--- src/rtl/assert_macros.svh ---
// Assertion macros shared by the decoder RTL.
// Needs a clock and an active-low reset name at each use.
`ifndef ASSERT_MACROS_SVH
`define ASSERT_MACROS_SVH

// Property checked on every rising edge, off while reset is low
`define PD_ASSERT(lbl, clk, rstn, prop, msg) \
  lbl: assert property (@(posedge clk) disable iff (!rstn) prop) else $error(msg);

// Condition that must never hold outside reset
`define PD_ASSERT_NEVER(lbl, clk, rstn, cond, msg) \
  `PD_ASSERT(lbl, clk, rstn, !(cond), msg)

`endif

--- src/rtl/pd_pkg.sv ---
// Shared types, constants and hex helpers for the percent decoder.
// No dependencies.
`default_nettype none

package pd_pkg;

  localparam logic [7:0] PCT_CHAR   = 8'h25;
  localparam int         FIFO_DEPTH = 4;
  localparam int         PTR_W      = $clog2(FIFO_DEPTH);
  localparam int         CNT_W      = $clog2(FIFO_DEPTH + 1);

  // One command: up to three bytes to emit, last flag on the final one
  typedef struct packed {
    logic [1:0]       cnt;
    logic [7:0]       b2;
    logic [7:0]       b1;
    logic [7:0]       b0;
    logic             last;
  } pd_cmd_t;

  // Queue status seen by the front and back
  typedef struct packed {
    logic full;
    logic empty;
  } pd_fifo_stat_t;

  function automatic logic hex_ok(input logic [7:0] b);
    hex_ok = (b >= 8'h30 && b <= 8'h39) ||
             (b >= 8'h41 && b <= 8'h46) ||
             (b >= 8'h61 && b <= 8'h66);
  endfunction

  function automatic logic [3:0] hex_val(input logic [7:0] b);
    logic [7:0] v;
    v = 8'h00;
    if (b >= 8'h30 && b <= 8'h39) begin
      v = b - 8'h30;
    end else if (b >= 8'h41 && b <= 8'h46) begin
      v = b - 8'h41 + 8'd10;
    end else if (b >= 8'h61 && b <= 8'h66) begin
      v = b - 8'h61 + 8'd10;
    end
    hex_val = v[3:0];
  endfunction

endpackage

`default_nettype wire

--- src/rtl/pd_front.sv ---
// Front end: accepts input items, tracks a pending escape, builds commands.
// Depends on pd_pkg and assert_macros.svh.
`default_nettype none
`include "assert_macros.svh"

module pd_front (
  input  wire logic           clk,
  input  wire logic           rst_n,
  input  wire logic           in_tvalid,
  output logic                in_tready,
  input  wire logic [7:0]     in_tdata,   // [7:0] in_byte
  input  wire logic           in_tlast,
  input  wire pd_pkg::pd_fifo_stat_t fifo_stat,
  output logic                push,
  output pd_pkg::pd_cmd_t     push_cmd
);
  import pd_pkg::*;

  typedef enum logic [1:0] {PEND_NONE, PEND_PCT, PEND_DIGIT} pend_t;

  pend_t      pend_r, pend_nxt;
  logic [7:0] held_r, held_nxt;
  logic       in_acc;
  logic       is_hex;
  logic       starts_pct;
  logic [7:0] dec_val;

  assign in_tready  = !fifo_stat.full;
  assign in_acc     = in_tvalid && in_tready;
  assign is_hex     = hex_ok(in_tdata);
  assign starts_pct = (in_tdata == PCT_CHAR) && !in_tlast;
  assign dec_val    = {hex_val(held_r), hex_val(in_tdata)};

  // Classify the byte against the held escape
  always_comb begin
    push_cmd      = '0;
    push_cmd.last = in_tlast;
    pend_nxt      = pend_r;
    held_nxt      = held_r;
    case (pend_r)
      PEND_PCT: begin
        if (is_hex) begin
          if (in_tlast) begin
            push_cmd.cnt = 2'd2;
            push_cmd.b0  = PCT_CHAR;
            push_cmd.b1  = in_tdata;
            pend_nxt     = PEND_NONE;
          end else begin
            held_nxt = in_tdata;
            pend_nxt = PEND_DIGIT;
          end
        end else if (starts_pct) begin
          push_cmd.cnt = 2'd1;
          push_cmd.b0  = PCT_CHAR;
          pend_nxt     = PEND_PCT;
        end else begin
          push_cmd.cnt = 2'd2;
          push_cmd.b0  = PCT_CHAR;
          push_cmd.b1  = in_tdata;
          pend_nxt     = PEND_NONE;
        end
      end
      PEND_DIGIT: begin
        if (is_hex) begin
          push_cmd.cnt = 2'd1;
          push_cmd.b0  = dec_val;
          pend_nxt     = PEND_NONE;
        end else if (starts_pct) begin
          push_cmd.cnt = 2'd2;
          push_cmd.b0  = PCT_CHAR;
          push_cmd.b1  = held_r;
          pend_nxt     = PEND_PCT;
        end else begin
          push_cmd.cnt = 2'd3;
          push_cmd.b0  = PCT_CHAR;
          push_cmd.b1  = held_r;
          push_cmd.b2  = in_tdata;
          pend_nxt     = PEND_NONE;
        end
      end
      default: begin
        if (starts_pct) begin
          pend_nxt = PEND_PCT;
        end else begin
          push_cmd.cnt = 2'd1;
          push_cmd.b0  = in_tdata;
          pend_nxt     = PEND_NONE;
        end
      end
    endcase
  end

  // Items that only absorb a byte queue nothing
  assign push = in_acc && (push_cmd.cnt != 2'd0);

  always_ff @(posedge clk) begin
    if (!rst_n) begin
      pend_r <= PEND_NONE;
      held_r <= 8'h00;
    end else if (in_acc) begin
      pend_r <= pend_nxt;
      held_r <= held_nxt;
    end
  end

  `PD_ASSERT(a_last_clears, clk, rst_n, in_acc && in_tlast |=> pend_r == PEND_NONE,
             "string end left an escape pending")
  `PD_ASSERT_NEVER(a_push_full, clk, rst_n, push && fifo_stat.full,
                   "command pushed into a full queue")

endmodule

`default_nettype wire

--- src/rtl/pd_cmd_fifo.sv ---
// Small command queue between the front and back ends.
// Depends on pd_pkg and assert_macros.svh.
`default_nettype none
`include "assert_macros.svh"

module pd_cmd_fifo (
  input  wire logic             clk,
  input  wire logic             rst_n,
  input  wire logic             push,
  input  wire pd_pkg::pd_cmd_t  push_cmd,
  input  wire logic             pop,
  output pd_pkg::pd_cmd_t       head_cmd,
  output pd_pkg::pd_fifo_stat_t stat
);
  import pd_pkg::*;

  pd_cmd_t             mem_r [FIFO_DEPTH];
  logic [PTR_W-1:0]    wr_ptr_r, rd_ptr_r;
  logic [CNT_W-1:0]    count_r, count_nxt;

  assign stat.full  = (count_r == CNT_W'(FIFO_DEPTH));
  assign stat.empty = (count_r == '0);
  assign head_cmd   = mem_r[rd_ptr_r];

  always_comb begin
    count_nxt = count_r;
    if (push && !pop) begin
      count_nxt = count_r + 1'b1;
    end else if (pop && !push) begin
      count_nxt = count_r - 1'b1;
    end
  end

  // Entry storage, no reset needed
  always_ff @(posedge clk) begin
    if (push) begin
      mem_r[wr_ptr_r] <= push_cmd;
    end
  end

  // Pointers and fill count
  always_ff @(posedge clk) begin
    if (!rst_n) begin
      wr_ptr_r <= '0;
      rd_ptr_r <= '0;
      count_r  <= '0;
    end else begin
      if (push) begin
        wr_ptr_r <= wr_ptr_r + 1'b1;
      end
      if (pop) begin
        rd_ptr_r <= rd_ptr_r + 1'b1;
      end
      count_r <= count_nxt;
    end
  end

  `PD_ASSERT_NEVER(a_pop_empty, clk, rst_n, pop && stat.empty, "pop from an empty queue")
  `PD_ASSERT(a_ptr_track, clk, rst_n,
             CNT_W'(PTR_W'(wr_ptr_r - rd_ptr_r)) == (stat.full ? '0 : count_r),
             "queue pointers disagree with fill count")

endmodule

`default_nettype wire

--- src/rtl/pd_back.sv ---
// Back end: emits head command bytes, one item per cycle unless stalled.
// Depends on pd_pkg and assert_macros.svh.
`default_nettype none
`include "assert_macros.svh"

module pd_back (
  input  wire logic             clk,
  input  wire logic             rst_n,
  input  wire pd_pkg::pd_cmd_t  head_cmd,
  input  wire pd_pkg::pd_fifo_stat_t fifo_stat,
  output logic                  pop,
  output logic                  out_tvalid,
  input  wire logic             out_tready,
  output logic [7:0]            out_tdata,  // [7:0] out_byte
  output logic                  out_tlast
);
  import pd_pkg::*;

  logic [1:0] idx_r, idx_nxt;
  logic       out_acc;
  logic       at_end;

  assign out_tvalid = !fifo_stat.empty;
  assign out_acc    = out_tvalid && out_tready;
  assign at_end     = (idx_r == head_cmd.cnt - 2'd1);
  assign out_tlast  = head_cmd.last && at_end;
  assign pop        = out_acc && at_end;

  // Byte select within the command
  always_comb begin
    case (idx_r)
      2'd0:    out_tdata = head_cmd.b0;
      2'd1:    out_tdata = head_cmd.b1;
      2'd2:    out_tdata = head_cmd.b2;
      default: out_tdata = head_cmd.b0;
    endcase
  end

  always_comb begin
    idx_nxt = idx_r;
    if (out_acc) begin
      idx_nxt = at_end ? 2'd0 : idx_r + 2'd1;
    end
  end

  always_ff @(posedge clk) begin
    if (!rst_n) begin
      idx_r <= 2'd0;
    end else begin
      idx_r <= idx_nxt;
    end
  end

  `PD_ASSERT(a_idx_in_cmd, clk, rst_n,
             out_tvalid |-> (idx_r < head_cmd.cnt) && (head_cmd.cnt != 2'd0),
             "byte index beyond command length")

endmodule

`default_nettype wire

--- src/rtl/percent_decoder.sv ---
// Top level of the streaming URL percent decoder.
// Depends on pd_pkg, pd_front, pd_cmd_fifo and pd_back.
//
// Usage:
//   Input channel in_*: one encoded byte per item on in_tdata, in_tlast on
//   the final byte of a string. Output channel out_*: one decoded byte per
//   item, out_tlast on the final decoded byte of the string.
//   An accepted byte is classified at once; the bytes it produces (zero to
//   three) sit in a four-entry command queue and, if the queue was empty,
//   appear on out_* in the next cycle.
//   The input takes one item per cycle while the queue has room. The output
//   gives one byte per cycle while out_tready is high, so an input that
//   yields three bytes holds the back end; the queue absorbs such bursts.
//   When the receiver stalls, the head byte holds and the input keeps
//   taking items until four commands are queued.
//   Reset (rst_n low, synchronous) empties the queue and drops any held
//   escape; no clearing pass is needed.
`default_nettype none

module percent_decoder (
  input  wire logic       clk,
  input  wire logic       rst_n,
  input  wire logic       in_tvalid,
  output logic            in_tready,
  input  wire logic [7:0] in_tdata,   // [7:0] in_byte
  input  wire logic       in_tlast,
  output logic            out_tvalid,
  input  wire logic       out_tready,
  output logic [7:0]      out_tdata,  // [7:0] out_byte
  output logic            out_tlast
);
  import pd_pkg::*;

  pd_fifo_stat_t fifo_stat;
  pd_cmd_t       push_cmd;
  pd_cmd_t       head_cmd;
  logic          push;
  logic          pop;

  pd_front u_front (
    .clk       (clk),
    .rst_n     (rst_n),
    .in_tvalid (in_tvalid),
    .in_tready (in_tready),
    .in_tdata  (in_tdata),
    .in_tlast  (in_tlast),
    .fifo_stat (fifo_stat),
    .push      (push),
    .push_cmd  (push_cmd)
  );

  pd_cmd_fifo u_fifo (
    .clk      (clk),
    .rst_n    (rst_n),
    .push     (push),
    .push_cmd (push_cmd),
    .pop      (pop),
    .head_cmd (head_cmd),
    .stat     (fifo_stat)
  );

  pd_back u_back (
    .clk        (clk),
    .rst_n      (rst_n),
    .head_cmd   (head_cmd),
    .fifo_stat  (fifo_stat),
    .pop        (pop),
    .out_tvalid (out_tvalid),
    .out_tready (out_tready),
    .out_tdata  (out_tdata),
    .out_tlast  (out_tlast)
  );

endmodule

`default_nettype wire

--- config.mk ---
export PLATFORM = sky130hd
export DESIGN_NAME = percent_decoder
export DESIGN_NICKNAME = d
export VERILOG_FILES = /design/src/rtl/pd_pkg.sv /design/src/rtl/pd_front.sv /design/src/rtl/pd_cmd_fifo.sv /design/src/rtl/pd_back.sv /design/src/rtl/percent_decoder.sv
export VERILOG_INCLUDE_DIRS = /design/src /design/src/rtl
export SDC_FILE = /design/constraint.sdc
export NUM_CORES = 1
export LEC_CHECK = 0
export BUFFER_PORTS_ARGS = -buffer_cell sky130_fd_sc_hd__buf_2
export CAP_MARGIN = 20
export CELL_PAD_IN_SITES_DETAIL_PLACEMENT = 1
export CELL_PAD_IN_SITES_GLOBAL_PLACEMENT = 1
export CORE_UTILIZATION = 30
export DETAILED_ROUTE_END_ITERATION = 10
export GPL_ROUTABILITY_DRIVEN = 0
export PLACE_DENSITY = 0.48
export SLEW_MARGIN = 20
export SYNTH_ARGS = -nofsm -noshare
export SYNTH_HDL_FRONTEND = slang
export SYNTH_HIERARCHICAL = 1
export SYNTH_SLANG_ARGS = --single-unit
--- constraint.sdc ---
create_clock -name clk -period 11.14 [get_ports clk]
set_input_delay 1.114 -clock clk [delete_from_list [all_inputs] [get_ports clk]]
set_output_delay 1.114 -clock clk [all_outputs]
set_load 0.05 [all_outputs]
==> summary by stage, run 1 <==
Final layout
Measured on the finished design, the core utilization comes to 35.5%. The commonest non-fill, non-tap cell in the layout is sky130_fd_sc_hd__edfxtp_1. The count of inserted antenna diode cells is 0.

The area growth from synthesis to final layout is 14.4%. The number of nets in the finished design is 438. In the layout the commonest cells are 108 x sky130_fd_sc_hd__edfxtp_1, 27 x sky130_fd_sc_hd__nand2_1, 23 x sky130_fd_sc_hd__buf_2.

Fill cells in the final layout number 1,952. The ratio of cells with drive above 1 in the final layout is 24.0%.

Synth
The synthesized area per cell is 15.4 um2. The share of the synthesized area in the top cell type is 55.1%. The post-synthesis cell type count is 66. In this run, synthesis inferred 108 flip-flops with an integrated enable. Yosys printed 6 warnings. In the post-synthesis netlist, the biggest area contributors are sky130_fd_sc_hd__edfxtp_1 55%, sky130_fd_sc_hd__mux4_2 7.7%, sky130_fd_sc_hd__dfxtp_1 7.1%. The number of cells produced by synthesis is 381. The netlist area before placement is 5880 um2. Of the synthesized area, sequential elements account for 62.3%.

The post-synth net total is 411. The post-synthesis async set-or-reset flop share is 0%. Counting flops and latches in the post-synthesis netlist gives 129.

The most area-hungry cell type in the Yosys netlist is sky130_fd_sc_hd__edfxtp_1. The main flop type after synthesis is sky130_fd_sc_hd__edfxtp_1.

Timing
The slew at the pin with the worst max-slew slack is 0.886 ns. The fraction of the cycle the final worst path needs is 36.1%. The clock period could shrink to 4.03 ns. The hold violation count in the final report is 0. Setup violations remaining at the end of the flow were counted as 0. The final setup TNS is 0 ns. Setup repair after global routing left no endpoint under its margin.

The total count of max-transition violations in the final report was 0. The final clock skew is 0.00975 ns. In this run the tightest slew margin relative to its limit is 40.8%. Static timing analysis puts the maximum clock frequency at 248 MHz.

Global route
The wire length of the first global-routing pass is 21,100 um. The initial antenna violation count is 0. The global-route total usage across every layer is 14.6%.

The maximum number of pins on one net before global-route repair is 29. The via count of the first global-routing pass is 3,526. For this run the aggregate overflow at the end of global routing stands at 0.

Critical path
The worst setup path is captured at a register. On the critical path, the stage with the largest delay is an instance of sky130_fd_sc_hd__or3b_1. The data arrival time of the critical path is 4.36 ns.

The worst-path maximum fanout is 7. The critical path is of the input pin to register type. The maximum single-stage delay on the critical path is 0.39 ns. Traced cell by cell, the critical path runs through buf_2 -> inv_1 -> ha_1 -> or3b_1 -> a31oi_2 -> or2_1 -> nor3_1 -> a2111oi_1 -> buf_4 -> ha_1 -> inv_1 -> fa_1 -> xor2_1 -> or3_1 -> a21boi_0.

The kind of start point of the critical path is an input pin. The required time of the worst setup path is 11.48 ns.

Pwr
Combinational logic is responsible for 21.3% of the overall power. The static leakage power is 2.22 nW. Sequential cells account for 43.5% of the total power.

The internal power is 0.977 mW. Power spread over the standard cell area amounts to 210 nW/um2. The worst IR drop on VDD is 132 uV. The analysis attributes to net switching a power of 0.434 mW. Net switching is 30.8% of the power. Per report_power, the clock group accounts for 35.2% of the total.

Clock tree
The number of buffers inserted by post-CTS setup repair is 0. The number of buffers on the longest clock path is 2. For the worst-skew pair, the clock arrives at the later sink with an insertion delay of 0.41 ns. The root buffer cell chosen for the clock tree is sky130_fd_sc_hd__clkbuf_16.

The post-cts repair resize count is 0. The hold buffer count at CTS is 0. The number of H-tree branching levels is 4. The CTS tree is done. The total CTS buffers is 17. The clock transition at the registers of the reported paths is 0.06 ns. The clock net in this run drives a total of 129 sinks.

Worst hold path
The path class of the tightest hold or removal check is register to register.

Route
The count of nets left with antenna violations once routing finished came out at 0. The aggregate routed wire length is 13,400 um. The average vias per placed instance is 4.86. The detailed router placed 3,308 vias in this run. The number of design-rule violations left by the first detailed-router iteration is 157. The count of unresolved DRC violations after routing is 0.

The first-pass detailed-route iteration total is 4. The detail-routed net length per standard cell is 19.7 um.

Job
The number of maximum-capacitance violations is 0.

Floorplan
The boundary pin count is 24. The floorplan step set the die width to 142 um. Measured along the y axis, the die boundary spans 142 um. The area of the die is 20,200 um2. The starting density of the core is 31.0%. In this run the standard cell core region covers 19,000 um2. The floorplan has 50 rows.

Placement
The placed wire-length estimate is 8730 um. During placement, the flow inserted port buffers numbering 23.

Status
The flow ran to the end, and the final reports show no timing, DRC or antenna violations.
## layout make-up
class / count / area (um2) / share of cell area (%)
Clock buffer: 17 / 425 / 6.32
Clock inverter: 15 / 113 / 1.67
Inverter: 16 / 60.1 / 0.892
Multi-Input combinational cell: 217 / 2000 / 29.7
Sequential cell: 129 / 3670 / 54.5
Tap cell: 260 / 325 / 4.83
Timing Repair Buffer: 27 / 145 / 2.16
## cells by family after synthesis
| logic type | after synthesis | share of synthesized area (%) |
|---|---|---|
| AOI/OAI and AO/OA | 68 | 8.57 |
| xor gates and xnor gates | 6 | 0.893 |
| adders and majority gates | 17 | 3.74 |
| buffers and inverters | 35 | 3.85 |
| DFF | 129 | 62.3 |
| muxes | 30 | 11.3 |
| and+or+nand+nor | 96 | 9.38 |
## metrics by stage
stage               worst slack [ns]  power (mW)  cells  area, um2  hold slack (ns)
global route                    6.86        1.49    681       6730            0.540
finish                          7.11        1.41    681       6730            0.517
floorplan                       6.75       0.861    381       5880            0.463
global placement                6.79       0.929    649       6190            0.491
CTS                             6.83        1.44    681       6730            0.523
detailed placement              6.67       0.935    649       6190            0.511
## sequential cells by signal, summed over array words and instances (netlist names), named ones only
| register | flops |
|---|---|
| u_fifo/count_r | 3 |
| u_fifo/mem_r | 108 |
| u_front/held_r | 8 |
| u_front/pend_r | 2 |
| u_fifo/wr_ptr_r | 2 |
| u_back/idx_r | 2 |
| u_fifo/rd_ptr_r | 2 |
## synthesized netlist by cell type, types with 3 or more instances
cell                       number
sky130_fd_sc_hd__edfxtp_1     108
sky130_fd_sc_hd__nand2_1       27
sky130_fd_sc_hd__dfxtp_1       21
sky130_fd_sc_hd__mux4_2        20
sky130_fd_sc_hd__ha_1          16
sky130_fd_sc_hd__inv_1         16
sky130_fd_sc_hd__and2_1        15
sky130_fd_sc_hd__o21ai_0       13
sky130_fd_sc_hd__a22oi_1       12
sky130_fd_sc_hd__mux4_1         7
sky130_fd_sc_hd__nor2b_1        7
sky130_fd_sc_hd__o21ai_2        7
sky130_fd_sc_hd__a21oi_1        6
sky130_fd_sc_hd__and3_1         6
sky130_fd_sc_hd__nand3_1        6
sky130_fd_sc_hd__nor2_1         6
sky130_fd_sc_hd__nor3_1         6
sky130_fd_sc_hd__a32o_1         5
sky130_fd_sc_hd__clkbuf_1       5
sky130_fd_sc_hd__buf_2          4
sky130_fd_sc_hd__buf_6          4
sky130_fd_sc_hd__nor3b_1        4
sky130_fd_sc_hd__buf_12         3
sky130_fd_sc_hd__mux2i_1        3
sky130_fd_sc_hd__nand3_2        3
sky130_fd_sc_hd__o21bai_1       3
sky130_fd_sc_hd__xnor2_1        3
sky130_fd_sc_hd__xor2_1         3
## path summary, 6_finish.rpt
| kind | startpoint | endpoint | slack [ns] | cells after the start |
|---|---|---|---|---|
| setup reg to reg | register | u_fifo/count_r[2] | 7.61 | 11 |
| hold / removal | u_front/held_r[5] | u_front/held_r[5] | 0.52 | 2 |
| setup / recovery | in_tdata[1] | u_fifo/count_r[2] | 7.11 | 15 |
| hold reg to reg | u_front/held_r[5] | u_front/held_r[5] | 0.52 | 2 |
## power groups by stage
stage	logic [mW]	clock network, mW	registers, mW
detailed placement	0.308	0	0.627
finish	0.300	0.497	0.614
global route	0.328	0.532	0.624
global placement	0.304	0	0.625
floorplan	0.261	0	0.600
CTS	0.308	0.513	0.617
## critical path, delay by kind of cell
kind / cells / cell delay (ns)
compound gates: 3 / 0.85
xor+xnor: 1 / 0.15
fa+ha+maj: 3 / 0.78
buf+inv: 4 / 0.53
simple gates: 4 / 0.94
## layer usage
metal  GRT usage [%]  up-vias  share of wire (%)
met5               0        -                  0
met4            4.58        0                1.1
met3            3.13       13                4.1
met2            24.0       56                 49
met1            19.4     1690                 46
li1                -     1549                  -
Power figures use the tool's default switching activity.
==> run 2, diff against run 1 <==
--- a/config.mk
+++ b/config.mk
@@ -13,7 +13,7 @@
 export CORE_UTILIZATION = 30
 export DETAILED_ROUTE_END_ITERATION = 10
 export GPL_ROUTABILITY_DRIVEN = 0
-export PLACE_DENSITY = 0.48
+export PLACE_DENSITY = 0.5
 export SLEW_MARGIN = 20
 export SYNTH_ARGS = -nofsm -noshare
 export SYNTH_HDL_FRONTEND = slang
==> constraint.sdc (replaced) <==
create_clock -name clk -period 3.3 [get_ports clk]
set_input_delay 0.33 -clock clk [delete_from_list [all_inputs] [get_ports clk]]
set_output_delay 0.33 -clock clk [all_outputs]
set_load 0.05 [all_outputs]
==> run 2 against run 1 <==
Effect of this change:
- register-to-register slack worse by 7.4 ns
- via count up 1.9%
- die area unchanged
- sequential share of layout area down 1.6 points
- total power rose to 3.5 times the previous value
- critical endpoint unchanged
- cell count up 2.1%
- largest power group unchanged
==> summary by stage, run 2 (synthesis results as in run 1) <==
Timing
The setup violation total in the final timing report is 0. The hold violation count in the final report is 0. The total count of max-transition violations in the final report is 0. Of the available clock period, the critical path in the final layout requires 92.4%.

Setup total negative slack on the finished layout was measured at 0 ns. Based on the critical path, the design can be clocked at up to 328 MHz. The final clock skew is 0.00928 ns. Setup repair after global routing left no endpoint under its margin. For the pin with the worst max-slew slack, the measured transition is 0.655 ns.

The remaining max-slew budget at the tightest pin is 55.8%. The clock period could shrink to 3.05 ns.

Final layout
Measured on the finished design, the core utilization comes to 36.6%. The library cells used most frequently in the layout, excluding fill and tap cells, are 108 x sky130_fd_sc_hd__edfxtp_1, 27 x sky130_fd_sc_hd__nand2_1, 23 x sky130_fd_sc_hd__buf_2. The largest registers in the layout are u_fifo/mem_r: 108 flops, u_front/held_r: 8 flops, u_fifo/count_r: 3 flops. The number of nets in the finished design is 453. Leaving out fill and tap cells, the most frequent cell in the layout is sky130_fd_sc_hd__edfxtp_1. The area growth from synthesis to final layout is 17.8%. The count of inserted antenna diode cells is 0. The register with the most flip-flops in the layout has 108 of them.

After routing the design area is 6930 um2. The ratio of cells with drive above 1 in the final layout is 25.7%. The register with the highest flop count is u_fifo/mem_r.

Floorplan
The die covers 20,200 um2. The floorplan has 50 rows. The boundary pin count is 24. The starting density of the core is 31.0%.

The area of the core is 19,000 um2. The height of the die is 142 um. The die is 142 um wide.

Global route
The maximum number of pins on one net before global-route repair is 29. The global-route total usage across every layer is 14.7%. The global-route congestion overflow total is 0. The first global-routing pass estimated 21,400 um of wire. The initial antenna violation count is 0.

The via count of the first global-routing pass was 3,687.

Critical path
The capturing element type of the critical path is a register. Measured in cells, the most critical reg-to-reg path has a length of 11. Setup slack on the worst reg-to-reg path comes out at 0.25 ns. The largest single stage delay on the critical path is 0.61 ns. The cell family contributing the most delay on the critical path is multiplexers. The data arrival time of the critical path is 3.39 ns.

The required time of the worst setup path is 3.64 ns. The endpoint identified for the worst register-to-register timing path is u_fifo/count_r[2]. The kind of start point of the critical path is a register. Counting stages on the worst path, the most repeated cell is sky130_fd_sc_hd__inv_1. The signal on the critical path passes through mux4_1 -> xnor2_2 -> mux2i_2 -> nor2_1 -> inv_1 -> ha_1 -> inv_1 -> fa_1 -> xor2_1 -> or3_1 -> a21boi_0. The worst-path maximum fanout is 4.

The number of buffers and inverters on the critical path is 2. The critical-path cell with the highest stage delay is sky130_fd_sc_hd__mux4_1. The kind of critical path is register to register.

Clock tree
The number of buffers on the longest clock path is 2. For the worst-skew pair, the clock arrives at the later sink with an insertion delay of 0.42 ns. The tree built by TritonCTS fans out to 129 sinks. Clock tree synthesis inserted a total of 17 buffers. The H-tree was split into 4 levels. TritonCTS built the clock tree. In this run the clock root is driven by a sky130_fd_sc_hd__clkbuf_16. The number of buffers inserted by post-CTS setup repair is 0. Clock-pin slew was measured on the worst setup and hold paths at 0.06 ns.

Route
The average vias per placed instance is 4.85. In the routed design, unresolved DRC markers number 0. Dividing the detail-routed wire length by the instance count gives 19.4 um. The routed design uses 408 um of met3 wire. The detailed router put a total of 6370 um of wire on met1.

The detail route stage leaves a number of antenna-violating nets equal to 0. The highest metal layer carrying signal wires in the routed design is met4. The routed design has 13,500 um of wire. In this run, the number of DRC markers left after iteration 0 of detailed routing was 204.

Summed over all nets, wire length on met2 after detailed routing comes to 6500 um. The total via count after detailed routing is 3,370. The first-pass detailed-route iteration total is 4.

Worst hold path
The number of cells traversed by the worst hold path is 3. The worst hold path belongs to the class input pin to register. In this run the most critical hold path is launched from in_tdata[0]. The end point of the worst hold path is u_front/held_r[0].

Pwr
The design draws 4.91 mW. The worst IR drop on VDD is 326 uV. For this design the ratio of total power to cell area is 708 nW/um2. In this run the static leakage power is 2.31 nW.

Placement
In this run the tool buffered the top-level ports with 23 buffer cells. Summed over all nets, the half-perimeter wirelength after detailed placement is 8830 um. After detailed placement, the total cell area comes to 6370 um2.

Status
The flow ran to the end, and the final reports show no timing, DRC or antenna violations.

Job
Across the run, the number of max-cap violations was 0.
[run 2: timing repair]
action | CTS | global route
hold buffers | 0 | 0
resized for setup | 0 | 2
setup endpoints to repair | 0 | 1
[run 2: worst register-to-register path: cells and delay by family, from the launching register on]
family / cells / cell delay [ns]
AO/OA/AOI/OAI: 1 / 0.17
XOR/XNOR: 2 / 0.38
adder cells (fa/ha/maj): 2 / 0.56
buffers and inverters: 2 / 0.14
flip-flops: 1 / 0.38
multiplexers: 2 / 0.91
AND/OR/NAND/NOR: 2 / 0.44
[run 2: power breakdown]
group / switching (mW) / leakage, nW / internal [mW]
logic: 0.705 / 0.913 / 0.430
clock network: 0.660 / 0.263 / 1.09
registers: 0.0709 / 1.14 / 1.95
total: 1.44 / 2.31 / 3.47
[run 2: per-layer routing]
layer | global-route usage (%) | up-vias
met4 | 6.51 | 0
li1 | - | 1571
met5 | 0 | -
met1 | 19.3 | 1742
met3 | 3.10 | 15
met2 | 23.5 | 42
[run 2: worst max path at each step]
stage	from	end	slack [ns]	depth (start not counted)
floorplan	in_tdata[1]	u_fifo/count_r[2]	0.12	13
global placement	in_tdata[1]	u_fifo/count_r[2]	0.07	14
detailed placement	in_tdata[0]	u_fifo/count_r[2]	-0.09	14
CTS	register	u_fifo/count_r[2]	0.17	11
global route	register	u_fifo/count_r[2]	0.002	11
finish	register	u_fifo/count_r[2]	0.25	11
[run 2: layout make-up]
class | count | area, um2
inverter | 16 | 60.1
fill | 1954 | 12000
clock inverter | 12 | 119
multi-input combinational | 217 | 2020
tap | 260 | 325
sequential | 129 | 3660
clock buffer | 19 | 433
timing repair buffer | 42 | 308
[run 2: per-stage QoR]
step | hold WS (ns) | worst slack [ns] | instances
6_report | 0.206 | 0.251 | 695
5_1_grt | 0.206 | 0.00223 | 695
4_1_cts | 0.192 | 0.171 | 695
3_5_place_dp | 0.516 | -0.0926 | 664
3_3_place_gp | 0.497 | 0.0718 | 664
2_1_floorplan | 0.452 | 0.119 | 381
